### src/uart_command_frame_decoder_macros.svh
// Assertion macros shared by the frame decoder modules.
// Depends on nothing; each macro expects clk_i and rst_ni in the enclosing scope.
`ifndef UART_COMMAND_FRAME_DECODER_MACROS_SVH
`define UART_COMMAND_FRAME_DECODER_MACROS_SVH

// Same-cycle implication, checked on every rising edge outside reset.
`define UCFD_ASSERT_IMPLIES(label, ante, cons) \
  label: assert property (@(posedge clk_i) disable iff (!rst_ni) (ante) |-> (cons)) \
    else $error("ucfd assertion failed");

// Next-cycle implication, checked on every rising edge outside reset.
`define UCFD_ASSERT_NEXT(label, ante, cons) \
  label: assert property (@(posedge clk_i) disable iff (!rst_ni) (ante) |=> (cons)) \
    else $error("ucfd assertion failed");

`endif

### src/ucfd_pkg.sv
// Types, codes and constants of the command frame decoder.
// Depends on nothing; used by every module of the decoder.
package ucfd_pkg;

  // Frame layout.
  localparam logic [7:0] FrameHeader = 8'hFF;
  localparam logic [3:0] LastIndex   = 4'd11;
  localparam logic [3:0] FirstPayIdx = 4'd3;

  // Command identifiers.
  localparam logic [7:0] IdMeasure   = 8'h02;
  localparam logic [7:0] IdFrequency = 8'h04;
  localparam logic [7:0] IdGain      = 8'h05;
  localparam logic [7:0] IdRelay     = 8'h06;

  // Highest relay number.
  localparam logic [7:0] RelayCount  = 8'd6;

  typedef enum logic [1:0] {
    STATUS_GOOD         = 2'd0,
    STATUS_BAD_HEADER   = 2'd1,
    STATUS_BAD_CHECKSUM = 2'd2
  } status_e;

  typedef enum logic [2:0] {
    ACTION_NONE    = 3'd0,
    ACTION_MEASURE = 3'd1,
    ACTION_SET_FREQ = 3'd2,
    ACTION_SET_GAIN = 3'd3,
    ACTION_RELAY   = 3'd4
  } action_e;

  // Frame snapshot handed from the accumulator to the decoder.
  typedef struct packed {
    logic        last;
    logic        header_good;
    logic        sum_match;
    logic [7:0]  id;
    logic [63:0] payload;
  } frame_t;

  // One decoded result.
  typedef struct packed {
    status_e     status;
    action_e     action;
    logic [7:0]  command_id;
    logic [31:0] frequency_word;
    logic [31:0] waveform_word;
    logic [2:0]  gain_code;
    logic [5:0]  relay_mask;
  } result_t;

  typedef struct packed {
    logic       hit;
    logic [2:0] code;
  } gain_lookup_t;

  // Maps the listed amplifier gains to their codes; anything else misses.
  function automatic gain_lookup_t gain_to_code(logic [7:0] gain);
    gain_lookup_t r;
    r.hit  = 1'b1;
    r.code = 3'd0;
    unique case (gain)
      8'd1:    r.code = 3'd0;
      8'd2:    r.code = 3'd1;
      8'd4:    r.code = 3'd2;
      8'd5:    r.code = 3'd3;
      8'd8:    r.code = 3'd4;
      8'd10:   r.code = 3'd5;
      8'd16:   r.code = 3'd6;
      8'd32:   r.code = 3'd7;
      default: r.hit  = 1'b0;
    endcase
    return r;
  endfunction

endpackage

### src/ucfd_stream_if.sv
// Valid/ready channel interfaces of the command frame decoder.
// Depends on nothing; used by the top level for its byte and result channels.
interface ucfd_rx_if;
  logic       valid;
  logic       ready;
  logic [7:0] rx_byte;

  modport source (output valid, output rx_byte, input ready);
  modport sink   (input valid, input rx_byte, output ready);
endinterface

interface ucfd_res_if;
  logic        valid;
  logic        ready;
  logic [1:0]  status;
  logic [2:0]  action;
  logic [7:0]  command_id;
  logic [31:0] frequency_word;
  logic [31:0] waveform_word;
  logic [2:0]  gain_code;
  logic [5:0]  relay_mask;

  modport source (output valid, output status, output action, output command_id,
                  output frequency_word, output waveform_word, output gain_code,
                  output relay_mask, input ready);
  modport sink   (input valid, input status, input action, input command_id,
                  input frequency_word, input waveform_word, input gain_code,
                  input relay_mask, output ready);
endinterface

### src/uart_command_frame_decoder.sv
// Top level of the command frame decoder: input register, accumulator, decoder,
// result register. Depends on ucfd_pkg, ucfd_stream_if, ucfd_frame_acc, ucfd_decode.
//
// The decoder takes one received byte per cycle and groups the bytes into
// back-to-back 12-byte frames. Every twelfth byte yields one result transaction:
// status (good, bad header, checksum mismatch), the decoded action, the raw id and
// the action's operands; the other bytes yield nothing. A byte is captured in the input
// register, is folded into the frame state when it moves on and, if it is the checksum
// byte, the decoded result is loaded into the result register as it moves on, from
// where it is offered on the result channel. Sustained rate
// is one byte per cycle; the input stalls only when the result register is full
// and not being taken while a checksum byte waits in the input register.
`include "uart_command_frame_decoder_macros.svh"

module uart_command_frame_decoder import ucfd_pkg::*; (
  input  logic  clk_i,
  input  logic  rst_ni,
  ucfd_rx_if.sink    rx_i,
  ucfd_res_if.source res_o
);

  logic       in_vld_q;
  logic [7:0] in_byte_q;
  logic       res_vld_q, res_vld_d;
  result_t    res_q;
  result_t    dec;
  frame_t     frame;
  logic       res_free;
  logic       step;
  logic       in_ready;

  // The result slot is free when empty or being drained this cycle.
  assign res_free = !res_vld_q || res_o.ready;
  // A non-final byte always moves on; the checksum byte needs the result slot.
  assign step     = in_vld_q && (!frame.last || res_free);
  assign in_ready = !in_vld_q || step;
  assign rx_i.ready = in_ready;

  // Input register.
  always_ff @(posedge clk_i or negedge rst_ni) begin
    if (!rst_ni) begin
      in_vld_q <= 1'b0;
    end else if (in_ready) begin
      in_vld_q <= rx_i.valid;
    end
  end

  always_ff @(posedge clk_i) begin
    if (in_ready && rx_i.valid) begin
      in_byte_q <= rx_i.rx_byte;
    end
  end

  ucfd_frame_acc u_acc (
    .clk_i   (clk_i),
    .rst_ni  (rst_ni),
    .step_i  (step),
    .byte_i  (in_byte_q),
    .frame_o (frame)
  );

  ucfd_decode u_dec (
    .frame_i  (frame),
    .result_o (dec)
  );

  // Result register valid: loaded on a checksum byte, cleared when taken.
  always_comb begin
    res_vld_d = res_vld_q;
    if (res_o.ready) begin
      res_vld_d = 1'b0;
    end
    if (step && frame.last) begin
      res_vld_d = 1'b1;
    end
  end

  always_ff @(posedge clk_i or negedge rst_ni) begin
    if (!rst_ni) begin
      res_vld_q <= 1'b0;
    end else begin
      res_vld_q <= res_vld_d;
    end
  end

  always_ff @(posedge clk_i) begin
    if (step && frame.last) begin
      res_q <= dec;
    end
  end

  // Result channel.
  assign res_o.valid          = res_vld_q;
  assign res_o.status         = res_q.status;
  assign res_o.action         = res_q.action;
  assign res_o.command_id     = res_q.command_id;
  assign res_o.frequency_word = res_q.frequency_word;
  assign res_o.waveform_word  = res_q.waveform_word;
  assign res_o.gain_code      = res_q.gain_code;
  assign res_o.relay_mask     = res_q.relay_mask;

  `UCFD_ASSERT_NEXT(a_result_from_last, step && frame.last, res_vld_q)
  `UCFD_ASSERT_IMPLIES(a_bad_no_action, res_vld_q && res_q.status != STATUS_GOOD,
                       res_q.action == ACTION_NONE)
  `UCFD_ASSERT_IMPLIES(a_relay_onehot, res_vld_q && res_q.action == ACTION_RELAY,
                       $onehot(res_q.relay_mask))
  `UCFD_ASSERT_IMPLIES(a_freq_only_set, res_vld_q && res_q.action != ACTION_SET_FREQ,
                       res_q.frequency_word == '0 && res_q.waveform_word == '0)

endmodule

### src/ucfd_frame_acc.sv
// Frame accumulator: byte position, running XOR, header flag, id and payload.
// Depends on ucfd_pkg and the assertion macros header.
`include "uart_command_frame_decoder_macros.svh"

module ucfd_frame_acc import ucfd_pkg::*; (
  input  logic       clk_i,
  input  logic       rst_ni,
  input  logic       step_i,
  input  logic [7:0] byte_i,
  output frame_t     frame_o
);

  logic [3:0]  cnt_q, cnt_d;
  logic [7:0]  xor_q, xor_d;
  logic        hdr_q, hdr_d;
  logic [7:0]  id_q, id_d;
  logic [63:0] pay_q, pay_d;
  logic        last;

  // A count of eleven or more marks the checksum byte.
  assign last = (cnt_q >= LastIndex);

  // Snapshot seen by the decoder together with the current byte.
  assign frame_o.last        = last;
  assign frame_o.header_good = hdr_q;
  assign frame_o.sum_match   = (xor_q == byte_i);
  assign frame_o.id          = id_q;
  assign frame_o.payload     = pay_q;

  // Next state for one consumed byte.
  always_comb begin
    cnt_d = cnt_q;
    xor_d = xor_q;
    hdr_d = hdr_q;
    id_d  = id_q;
    pay_d = pay_q;
    if (step_i) begin
      if (last) begin
        cnt_d = '0;
        xor_d = '0;
      end else begin
        cnt_d = cnt_q + 4'd1;
        if (cnt_q == '0) begin
          hdr_d = (byte_i == FrameHeader);
          xor_d = byte_i;
        end else begin
          xor_d = xor_q ^ byte_i;
        end
        if (cnt_q == 4'd1) begin
          id_d = byte_i;
        end
        if (cnt_q >= FirstPayIdx) begin
          pay_d = {pay_q[55:0], byte_i};
        end
      end
    end
  end

  // Frame state registers.
  always_ff @(posedge clk_i or negedge rst_ni) begin
    if (!rst_ni) begin
      cnt_q <= '0;
      xor_q <= '0;
      hdr_q <= 1'b0;
      id_q  <= '0;
      pay_q <= '0;
    end else begin
      cnt_q <= cnt_d;
      xor_q <= xor_d;
      hdr_q <= hdr_d;
      id_q  <= id_d;
      pay_q <= pay_d;
    end
  end

  `UCFD_ASSERT_IMPLIES(a_cnt_range, 1'b1, cnt_q <= LastIndex)
  `UCFD_ASSERT_NEXT(a_wrap_after_last, step_i && last, cnt_q == '0 && xor_q == '0)
  `UCFD_ASSERT_NEXT(a_hold_when_idle, !step_i, $stable(cnt_q) && $stable(xor_q))

endmodule

### src/ucfd_decode.sv
// Frame decoder: checks header and checksum and maps the id to one action.
// Depends on ucfd_pkg.
module ucfd_decode import ucfd_pkg::*; (
  input  frame_t  frame_i,
  output result_t result_o
);

  logic [7:0]   first;
  gain_lookup_t gain;

  assign first = frame_i.payload[63:56];
  assign gain  = gain_to_code(first);

  // Status first, then the action of a good frame.
  always_comb begin
    result_o                = '0;
    result_o.status         = STATUS_GOOD;
    result_o.action         = ACTION_NONE;
    result_o.command_id     = frame_i.id;
    if (!frame_i.header_good) begin
      result_o.status = STATUS_BAD_HEADER;
    end else if (!frame_i.sum_match) begin
      result_o.status = STATUS_BAD_CHECKSUM;
    end else begin
      unique case (frame_i.id)
        IdMeasure: begin
          result_o.action = ACTION_MEASURE;
        end
        IdFrequency: begin
          result_o.action         = ACTION_SET_FREQ;
          result_o.frequency_word = frame_i.payload[63:32];
          result_o.waveform_word  = frame_i.payload[31:0];
        end
        IdGain: begin
          if (gain.hit) begin
            result_o.action    = ACTION_SET_GAIN;
            result_o.gain_code = gain.code;
          end
        end
        IdRelay: begin
          if (first >= 8'd1 && first <= RelayCount) begin
            result_o.action     = ACTION_RELAY;
            result_o.relay_mask = 6'(6'd1 << 3'(first - 8'd1));
          end
        end
        default: begin
          result_o.action = ACTION_NONE;
        end
      endcase
    end
  end

endmodule

### src/flat_wrapper.sv
// flat-port wrapper written by rule: the top's interface ports become plain ports
module uart_command_frame_decoder_flat import ucfd_pkg::*;
  (clk_i, rst_ni, rx_i_valid, rx_i_rx_byte, rx_i_ready, res_o_valid, res_o_status, res_o_action, res_o_command_id, res_o_frequency_word, res_o_waveform_word, res_o_gain_code, res_o_relay_mask, res_o_ready);
  ucfd_rx_if rx_i_i ();
  ucfd_res_if res_o_i ();
  input  logic clk_i;
  input  logic rst_ni;
  input wire logic [$bits(rx_i_i.valid)-1:0] rx_i_valid;
  input wire logic [$bits(rx_i_i.rx_byte)-1:0] rx_i_rx_byte;
  output wire logic [$bits(rx_i_i.ready)-1:0] rx_i_ready;
  output wire logic [$bits(res_o_i.valid)-1:0] res_o_valid;
  output wire logic [$bits(res_o_i.status)-1:0] res_o_status;
  output wire logic [$bits(res_o_i.action)-1:0] res_o_action;
  output wire logic [$bits(res_o_i.command_id)-1:0] res_o_command_id;
  output wire logic [$bits(res_o_i.frequency_word)-1:0] res_o_frequency_word;
  output wire logic [$bits(res_o_i.waveform_word)-1:0] res_o_waveform_word;
  output wire logic [$bits(res_o_i.gain_code)-1:0] res_o_gain_code;
  output wire logic [$bits(res_o_i.relay_mask)-1:0] res_o_relay_mask;
  input wire logic [$bits(res_o_i.ready)-1:0] res_o_ready;
  assign rx_i_i.valid = rx_i_valid;
  assign rx_i_i.rx_byte = rx_i_rx_byte;
  assign rx_i_ready = rx_i_i.ready;
  assign res_o_valid = res_o_i.valid;
  assign res_o_status = res_o_i.status;
  assign res_o_action = res_o_i.action;
  assign res_o_command_id = res_o_i.command_id;
  assign res_o_frequency_word = res_o_i.frequency_word;
  assign res_o_waveform_word = res_o_i.waveform_word;
  assign res_o_gain_code = res_o_i.gain_code;
  assign res_o_relay_mask = res_o_i.relay_mask;
  assign res_o_i.ready = res_o_ready;
  uart_command_frame_decoder u_core (.clk_i(clk_i), .rst_ni(rst_ni), .rx_i(rx_i_i), .res_o(res_o_i));
endmodule
### config.mk
export PLATFORM = sky130hd
export DESIGN_NAME = uart_command_frame_decoder_flat
export DESIGN_NICKNAME = d
export VERILOG_FILES = /design/src/ucfd_pkg.sv /design/src/ucfd_stream_if.sv /design/src/uart_command_frame_decoder.sv /design/src/ucfd_frame_acc.sv /design/src/ucfd_decode.sv /design/src/flat_wrapper.sv
export VERILOG_INCLUDE_DIRS = /design/src /design/src/src
export SDC_FILE = /design/constraint.sdc
export NUM_CORES = 1
export LEC_CHECK = 0
export ABC_AREA = 1
export BUFFER_PORTS_ARGS = -buffer_cell sky130_fd_sc_hd__buf_2
export CAP_MARGIN = 10
export CORE_ASPECT_RATIO = 1.4
export CORE_MARGIN = 3
export CORE_UTILIZATION = 30
export DETAILED_ROUTE_END_ITERATION = 7
export GPL_TIMING_DRIVEN = 0
export PLACE_DENSITY = 0.51
export SYNTH_ARGS = -nofsm -noshare
export SYNTH_HDL_FRONTEND = slang
export SYNTH_SLANG_ARGS = --single-unit
### constraint.sdc
create_clock -name clk_i -period 5.7 [get_ports clk_i]
set_input_delay 0 -clock clk_i [delete_from_list [all_inputs] [get_ports clk_i]]
set_output_delay 0 -clock clk_i [all_outputs]
set_load 0.02 [all_outputs]
==> impl_metrics.ini, run 1 <==
[clock_network]
post_cts_resized = 0
htreeDepth = 4
cts_made_buffers = 17
clock_latency_ns = 0.43
clkSinkCount = 181
clk_pin_slew_worst_paths_ns = 0.07
cts.path.max_buffers = 2
tritoncts = built
root_buffer = clkbuf_16

[routing]
drt_iter0_markers = 219
routed_wl_mm = 15.93
dr.pass1.iters = 6
route.vias.total = 4893
route.detailed.drc = 0
avgViaCountPerCell = 4.307
wl_per_cell_um = 14.03
antenna_left = 0

[synthesis]
synthesis.area_um2 = 7289
synth_xor_area_share_pct = 0.1202
synth_compound_area_share_pct = 7.604
synth.area.top_cells = edfxtp_1 (39%), dfrtp_1 (30%), nand2_1 (6.5%)
synthMuxAreaShare_pct = 0
yosys.area.top_type = edfxtp_1
synth_seq_cells = 181
synth_top_area_share_pct = 38.72
avgSynthCellArea_um2 = 10.66
synth_top_family_by_area = simple AND/OR/NAND/NOR gates
ys_types = 28
yosys.area_share.simple_pct = 14.78
syn_inst = 684
ys_seq_area_share_pct = 68.59
synth_nets = 704
yosys_warnings = 0
synthAdderAreaFrac_pct = 1.373

[sta]
post-route-period-util_pct = 42.40
tightest_slew_ns = 0.6265
setup_slack_ns = 3.283
fmax_ghz = 0.4138
slew_violations = 0
rsz0062_at_grt = no
max_slew_margin_pct = 58.23
setup_violations = 0
clock_skew_ns = 0.01139
period_needed_ns = 2.417
finalHoldViolations = 0
tns_ns = 0

[setup_path]
arrival_ns = 2.73
end_kind = register
cp_num_buf_inv = 4
slowest_delay_ns = 0.55
path_delay_family = buffers and inverters
reg2reg_depth = 10
worst-setup-path-type = register to register
worstPathMaxFanout = 5
worstPathRequired_ns = 6.01
worstSetupStartpointType = register
cpMostUsedCell = nand2_1
slowest_stage = dlygate4sd3_1
cp.depth = 10
path_cells = ha_1, inv_1, nand2_1, nand2_2, inv_1, nand4_1, nand2_1, dlygate4sd3_1, nand2_1, dlygate4sd3_1

[floorplanning]
dieArea_um2 = 26230
die_h_um = 190.4
row_count = 66
coreArea_um2 = 23540
start_util_pct = 30.97
die_w_um = 137.7
pin_count = 100

[outcome]
status = complete, no violations

[final_layout]
fill_cells = 2334
drive_gt1_share_pct = 21.81
fin_nets = 837
areaGrowthSynthToFinish_pct = 22.61
insertedDiodeCount = 0
stdcell_count = 1136

[global_route]
grt_usage_pct = 12.74
grt_antenna_before_repair = 0
grt_pass1_wl_mm = 25.72
grt_max_degree = 53
grt_pass1_vias = 4967
grt-ovfl-total = 0

[placement]
preCtsSetupSlack_ns = 3.399
port_buffers = 99
dpl.hpwl_mm = 11.31
place_inst = 1091
gp_congestion = 0.7610

[power_and_ir_drop]
power_frac_comb_pct = 25.8
p_int_mw = 2.701
ir_drop_mv = 0.2216
clockPowerShare_pct = 28.1
cellPowerDensity_nw_per_um2 = 458.6
swShare_pct = 34.10
total_leakage_power_nw = 3.831
p_seq_share_pct = 46.1
switchingPower_mw = 1.398

[run]
drv_cap = 0

[worst_hold_path]
hold_class = input pin to async pin
routing by layer:
layer	vias to the layer above	part of all wire, %	track usage, %
met5	-	0	0
met4	0	2.3	5.285
met3	28	3.2	2.376
met2	84	51	21.75
met1	2307	44	15.72
li1	2474	-	-
power by group through the flow:
stage          clock (mW)  sequential [mW]  combinational, mW
2_1_floorplan           0             1.96              0.677
3_3_place_gp            0             1.92               1.05
3_5_place_dp            0             1.92               1.07
4_1_cts              1.18             1.89               1.09
5_1_grt              1.24             1.93               1.23
6_report             1.15             1.89               1.06
cell families after synthesis:
group / count (synthesis)
simple gates: 262
flops: 181
buf+inv: 129
compound gates: 103
fa+ha+maj: 8
xor+xnor: 1
state kept, by name, summed over array words and instances (netlist names), 4 cells and up:
name	cells
u_core.u_acc.pay_q	64
u_core.res_o.frequency_word	32
u_core.res_o.waveform_word	32
u_core.in_byte_q	8
u_core.res_o.command_id	8
u_core.u_acc.id_q	8
u_core.u_acc.xor_q	8
u_core.res_o.relay_mask	6
u_core.u_acc.cnt_q	4
final cells by class:
| cell class | count | area, um^2 | area share (%) |
|---|---|---|---|
| Sequential cell | 181 | 5000 | 55.94 |
| Multi-Input combinational cell | 374 | 1740 | 19.47 |
| Timing Repair Buffer | 114 | 683.2 | 7.644 |
| Clock buffer | 22 | 485.5 | 5.432 |
| Inverter | 106 | 400.4 | 4.480 |
| Tap cell | 306 | 382.9 | 4.284 |
| Buffer | 23 | 151.4 | 1.694 |
| Clock inverter | 10 | 93.84 | 1.050 |
metrics by stage:
| step | util, % | hold slack (ns) | power [mW] | instance area [um^2] |
|---|---|---|---|---|
| 3_3_place_gp | 34.70 | 0.1778 | 2.974 | 8168 |
| 6_report | 37.97 | 0.1192 | 4.099 | 8937 |
| 4_1_cts | 37.97 | 0.1361 | 4.164 | 8937 |
| 5_1_grt | 37.97 | 0.1806 | 4.387 | 8937 |
| 2_1_floorplan | - | -0.2956 | 2.641 | 7289 |
| 3_5_place_dp | 34.96 | 0.05757 | 2.993 | 8228 |
repair_timing:
action                                 CTS  global route
setup endpoints to repair                0             0
endpoints found under the hold margin   53             0
buffers inserted                         0             0
hold buffers                            13             0
final timing paths:
kind                                   startpoint                      to  slack (ns)
max                         u_core.u_acc.cnt_q[0]         u_core.in_vld_q        3.28
min                                        rst_ni  u_core.u_acc.pay_q[19]        0.12
max reg2reg                 u_core.u_acc.cnt_q[0]         u_core.in_vld_q        3.28
min reg2reg                u_core.u_acc.pay_q[13]  u_core.u_acc.pay_q[13]        0.48
max in group asynchronous                  rst_ni   u_core.u_acc.xor_q[6]        4.93
min in group clk_i                rx_i_rx_byte[2]     u_core.in_byte_q[2]        0.28
layout by cell type (no fill, tap or decap), drive strengths merged, types with 2 or more instances in the layout:
| master | n |
|---|---|
| a21oi | 15 |
| buf | 123 |
| clkbuf | 23 |
| clkinv | 4 |
| clkinvlp | 2 |
| dfrtp | 87 |
| dlygate4sd3 | 13 |
| edfxtp | 94 |
| ha | 8 |
| inv | 109 |
| nand2 | 129 |
| nand3 | 12 |
| nand4 | 3 |
| nor2 | 110 |
| nor3 | 3 |
| nor4 | 4 |
| o21ai | 78 |
| o32ai | 8 |
synthesized netlist by cell type:
| library cell | instances |
|---|---|
| buf_2 | 16 |
| a211oi_1 | 1 |
| o211ai_1 | 1 |
| inv_1 | 98 |
| xor2_1 | 1 |
| ha_1 | 8 |
| nor3_1 | 3 |
| nor2_2 | 13 |
| o32ai_1 | 8 |
| a21oi_1 | 15 |
| nand2_4 | 1 |
| nand2_2 | 1 |
| o21ai_1 | 3 |
| nand4_1 | 3 |
| nand3_2 | 1 |
| nand3_1 | 11 |
| clkbuf_1 | 1 |
| nor4_1 | 4 |
| nor2_4 | 1 |
| nand2_1 | 127 |
| o21ai_0 | 74 |
| buf_6 | 6 |
| o21ai_2 | 1 |
| dfrtp_1 | 87 |
| edfxtp_1 | 94 |
| or2_2 | 1 |
| nor2_1 | 96 |
| inv_2 | 8 |
Note: power is estimated with default switching activity, not from simulation.
==> run 2, diff against run 1 <==
ABC_AREA = 0   (was 1)
clock period = 2.5 ns   (was 5.7 ns; I/O delays follow)
==> run 2 against run 1 <==
Sequential share of layout area decreased by 1.2 points; synthesized cell count shrank 11%; register-to-register slack worse by 3.1 ns; fmax is 3.8% higher; global-route usage is 1.2 points higher; routed wire length rose by 13%; utilization about the same; final area increased by 2.3%; die area is 1.3% higher; sequential power is 130% higher; total power up 130%.
==> impl_metrics.ini, run 2 <==
[floorplanning]
die_h_um = 191.7
coreArea_um2 = 24060
start_util_pct = 30.71
row_count = 67
pin_count = 100
dieArea_um2 = 26570
die_w_um = 138.6

[global_route]
grtUsageMet2_pct = 24.12
use_met3_pct = 3.163
grt-ovfl-total = 0
grt_antenna_before_repair = 0
grt-busiest-layer = met2
grt_usage_pct = 13.93
grt_pass1_vias = 5214
grt_max_degree = 50
use_met1_pct = 17.55
grt_pass1_wl_mm = 28.99

[final_layout]
multi_input_area_um2 = 2098
fill_cells = 2352
largest_reg_flops = 64
fin_nets = 762
areaGrowthSynthToFinish_pct = 23.73
layout_common_cells = buf_2 (104), edfxtp_1 (94), dfrtp_1 (87), nand2_1 (75), o21ai_0 (74)
stdcell_count = 1065
insertedDiodeCount = 0
final_common_cell = buf_2
stdcell_area_um2 = 9141
drive_gt1_share_pct = 22.91
top_register = u_core.u_acc.pay_q
area.sequential_um2 = 5000

[placement]
port_buffers = 99
dpl_cell_area_um2 = 8384
place_inst = 1023
dpl.hpwl_mm = 12.80
gp_congestion = 0.8068
preCtsSetupSlack_ns = -0.1157

[outcome]
status = complete, no violations

[clock_network]
cts.path.max_buffers = 2
post-cts-setup-buffer-count = 0
clock_latency_ns = 0.44
clk_pin_slew_worst_paths_ns = 0.07
cts_made_buffers = 17
htreeDepth = 4
clkSinkCount = 181
root_buffer = clkbuf_16
tritoncts = built

[synthesis]
ys_seq_area_share_pct = 67.67
ys.flop_type = edfxtp_1
synth.area.top_cells = edfxtp_1 (38%), dfrtp_1 (29%), nor4_1 (5.4%)
synth_top_area_share_pct = 38.20
yosys_warnings = 0
synthTopCellsByCount = edfxtp_1 (94), dfrtp_1 (87), nand2_1 (75), o21ai_0 (75), inv_1 (67)
synth_most_common_cell = edfxtp_1
syn_inst = 611
synth_edf_count = 94
synth_nets = 631
yosys.area.top_type = edfxtp_1
synth_seq_cells = 181
async_flop_share_pct = 48.07
synthesis.area_um2 = 7388
ys_types = 49
avgSynthCellArea_um2 = 12.09

[sta]
setup_violations = 0
clock_skew_ns = 0.01204
max_slew_margin_pct = 51.68
tns_ns = 0
post-route-period-util_pct = 93.18
rsz0062_at_grt = no
tightest_slew_ns = 0.7248
period_needed_ns = 2.329
fmax_ghz = 0.4293
slew_violations = 0
finalHoldViolations = 0
setup_slack_ns = 0.1705

[setup_path]
worst-setup-path-type = register to register
path_delay_family = simple AND/OR/NAND/NOR gates
worstSetupStartpointType = register
arrival_ns = 2.53
slowest_delay_ns = 0.52
path_cells = xor2_1, nor4_4, nand4_4, buf_2, nor4_1
end_kind = register
worstPathMaxFanout = 10
slowest_stage = edfxtp_1
worstPathRequired_ns = 2.70
cp_num_buf_inv = 1

[routing]
routed_wl_mm = 17.93
wl_per_cell_um = 16.84
route.detailed.drc = 0
antenna_left = 0
drt_iter0_markers = 221
dr.pass1.iters = 4
route.vias.total = 5052
avgViaCountPerCell = 4.744

[worst_hold_path]
hold_class = input pin to register

[power_and_ir_drop]
ir_drop_mv = 0.5043
cellPowerDensity_nw_per_um2 = 1048
finalPower_mw = 9.582
total_leakage_power_nw = 3.559

[run]
drv_cap = 0
run 2: cell types whose count changed after synthesis, moves of 31 or more:
cell      previous run  this run
clkbuf_1             1        33
inv_1               98        67
nand2_1            127        75
nor2_1              96        10
nor4_1               4        64
run 2: metrics by stage:
stage               hold slack, ns  util [%]
finish                     0.01782     37.99
global route               0.06305     37.99
CTS                       0.007088     37.78
detailed placement         0.02886     34.85
global placement            0.1791     34.56
floorplan                  -0.2956         -
run 2: timing repair:
| item | in CTS | in global routing |
|---|---|---|
| resized for setup | 3 | 10 |
| endpoints found under the hold margin | 49 | 0 |
| setup endpoints to repair | 27 | 29 |
| pin swaps | 0 | 0 |
| hold buffers | 10 | 0 |
run 2: area by class of cell:
cell class	count	area share, %
clock inverters	13	1.601
flip-flops and latches	181	54.69
plain buffers	40	1.738
inverters	67	2.751
multi-input cells	323	22.95
well taps	310	4.243
repair buffers	112	7.282
clock buffers	19	4.736
run 2: path summary, 6_finish.rpt:
| kind | start | to | slack, ns | cells past startpoint |
|---|---|---|---|---|
| worst min-delay path | res_o_ready | u_core.res_o.valid | 0.02 | 3 |
| worst max-delay path | u_core.in_byte_q[7] | u_core.res_o.frequency_word[29] | 0.17 | 5 |
| max in group asynchronous | rst_ni | u_core.u_acc.id_q[3] | 1.77 | 3 |
| worst max register to register | u_core.in_byte_q[7] | u_core.res_o.frequency_word[29] | 0.17 | 5 |
| worst min register to register | u_core.u_acc.pay_q[35] | u_core.u_acc.pay_q[35] | 0.48 | 2 |
| min in group asynchronous | rst_ni | u_core.u_acc.pay_q[27] | 0.10 | 2 |
run 2: kinds of logic after synthesis:
kind of cell               share of synthesized area, %
and+or+nand+nor                                   13.55
DFF                                               67.67
buffers and inverters                             5.538
AOI/OAI and AO/OA                                 8.451
muxes                                             2.134
xor gates and xnor gates                          1.304
adders and majority gates                         1.355
run 2: power by group:
part,switching (mW),leakage (nW),internal [mW]
logic,1.81,1.28,0.818
clock network,1.18,0.284,1.49
registers,0.447,2.00,3.84
run 2: per-layer routing:
metal | vias up | wire, um
met5 | - | 0
li1 | 2439 | -
met2 | 113 | 9341
met1 | 2482 | 7710
met3 | 18 | 659
met4 | 0 | 221
run 2: worst register-to-register path: stages (launching register included):
cell	delay, ns
edfxtp_1	0.52
xor2_1	0.22
nor4_4	0.42
nand4_4	0.26
buf_2	0.28
nor4_1	0.39
==> run 3, diff against run 2 <==
clock period = 2.9 ns   (was 2.5 ns; I/O delays follow)
==> run 3 against run 2 <==
Non-clock buffer count increased by 6; critical path depth unchanged; sequential cell count unchanged; via count about the same; fmax decreased by 11%; die area unchanged; total power decreased by 14%; largest power group unchanged; critical endpoint is now u_core.res_o.waveform_word[20]; register-to-register slack improved by 0.13 ns; combinational power decreased by 16%; clock skew increased by 0.0014 ns; clock-buffer cell count decreased by 1.
==> impl_metrics.ini, run 3 (same netlist as run 2, synthesis figures left out) <==
[clock_network]
clkSinkCount = 181
cts_made_buffers = 17
htreeDepth = 4
clk_pin_slew_worst_paths_ns = 0.07
cts.path.max_buffers = 2
clock_latency_ns = 0.44
tritoncts = built
root_buffer = clkbuf_16

[final_layout]
insertedDiodeCount = 0
top_register = u_core.u_acc.pay_q
layout_common_cells = buf_2 (104), edfxtp_1 (94), dfrtp_1 (87), nand2_1 (75), o21ai_0 (74)
areaGrowthSynthToFinish_pct = 23.35
final_common_cell = buf_2
fill_cells = 2343
largest_reg_flops = 64
stdcell_count = 1072
fin_nets = 769
drive_gt1_share_pct = 21.92

[global_route]
grt_pass1_wl_mm = 28.95
grt_antenna_before_repair = 0
grt_pass1_vias = 5117
grt-ovfl-total = 0
grt_max_degree = 68
grt_usage_pct = 14.07

[power_and_ir_drop]
p_int_mw = 5.306
cellPowerDensity_nw_per_um2 = 906.0
ir_drop_mv = 0.4462
p_seq_share_pct = 44.7
switchingPower_mw = 2.950
clockPowerShare_pct = 28.4
swShare_pct = 35.73
power_frac_comb_pct = 26.9
total_leakage_power_nw = 3.576

[placement]
gp_congestion = 0.7975
port_buffers = 99
dpl.hpwl_mm = 12.73
place_inst = 1023
preCtsSetupSlack_ns = 0.02372

[floorplanning]
pin_count = 100
die_h_um = 191.7
dieArea_um2 = 26570
die_w_um = 138.6
row_count = 67
coreArea_um2 = 24060
start_util_pct = 30.71

[setup_path]
end_kind = register
worstSetupStartpointType = register
worstPathRequired_ns = 3.09
arrival_ns = 2.80
worst-setup-path-type = register to register
worstPathMaxFanout = 10

[routing]
antenna_left = 0
route.detailed.drc = 0
route.vias.total = 5047
drt_iter0_markers = 260
dr.pass1.iters = 4
avgViaCountPerCell = 4.708
routed_wl_mm = 18.19
wl_per_cell_um = 16.97

[run]
drv_cap = 0

[sta]
slew_violations = 0
setup_violations = 0
setup_slack_ns = 0.2967
max_slew_margin_pct = 47.49
tns_ns = 0
rsz0062_at_grt = no
timing.hold.ws_ns = 0.2618
tightest_slew_ns = 0.7824
period_needed_ns = 2.603
fmax_ghz = 0.3841
finalHoldViolations = 0
clock_skew_ns = 0.01341
post-route-period-util_pct = 89.77

[worst_hold_path]
hold_class = input pin to register

[outcome]
status = complete, no violations
-- run 3: cell types whose count changed in the layout (fill, tap and decap cells not counted), sizes merged --
cell and delta:
buf +3, nor2 +1, inv +1, clkbuf -1, clkinvlp +1, dlygate4sd3 +3, clkinv -1
-- run 3: cell type report --
type / instances / area [um^2] / share of cell area (%)
Buffer: 40 / 157.7 / 1.730
Clock buffer: 18 / 429.2 / 4.709
Clock inverter: 14 / 165.2 / 1.812
Inverter: 67 / 251.5 / 2.759
Multi-Input combinational cell: 324 / 2004 / 21.99
Sequential cell: 181 / 5000 / 54.86
Tap cell: 310 / 387.9 / 4.256
Timing Repair Buffer: 118 / 718.2 / 7.880
-- run 3: what timing repair did --
item / in CTS / in global routing
setup endpoints to repair: 0 / 35
setup buffers: 0 / 3
resized for setup: 0 / 0
endpoints found under the hold margin: 97 / 0
hold buffers: 13 / 0
-- run 3: path summary, 6_finish.rpt --
kind / from / cells past startpoint / slack (ns) / end
worst max register to register: u_core.in_byte_q[7] / 5 / 0.30 / u_core.res_o.waveform_word[20]
worst min-delay path: rx_i_rx_byte[4] / 2 / 0.26 / u_core.in_byte_q[4]
worst min register to register: u_core.u_acc.pay_q[40] / 2 / 0.48 / u_core.u_acc.pay_q[40]
max in group asynchronous: rst_ni / 4 / 1.32 / u_core.u_acc.pay_q[26]
worst max-delay path: u_core.in_byte_q[7] / 5 / 0.30 / u_core.res_o.waveform_word[20]
min in group asynchronous: rst_ni / 3 / 0.51 / u_core.u_acc.pay_q[28]
-- run 3: per-stage QoR --
step / cell area [um^2] / utilization (%) / power (mW)
floorplan: 7407 / - / 5.204
global placement: 8290 / 34.46 / 5.901
detailed placement: 8361 / 34.75 / 5.964
CTS: 9085 / 37.76 / 8.341
global route: 9114 / 37.88 / 8.813
finish: 9114 / 37.88 / 8.257
-- run 3: layer usage --
metal	up-vias	wire (um)	global-route usage (%)
li1	2464	-	-
met1	2428	7943	17.63
met2	131	9150	24.12
met3	24	757	3.088
met4	0	342	4.970
met5	-	0	0
-- run 3: power groups by stage --
stage	Sequential (mW)	Clock, mW	Combinational [mW]
6_report	3.69	2.34	2.22
5_1_grt	3.78	2.52	2.52
4_1_cts	3.70	2.40	2.24
3_5_place_dp	3.75	0	2.22
3_3_place_gp	3.74	0	2.16
2_1_floorplan	3.75	0	1.45
-- run 3: worst max-delay path, stage by stage, from the launching register on --
cell and delay, ns:
edfxtp_1 0.54, xor2_1 0.22, nor4_2 0.47, nand4_2 0.39, buf_2 0.33, nor4_1 0.41
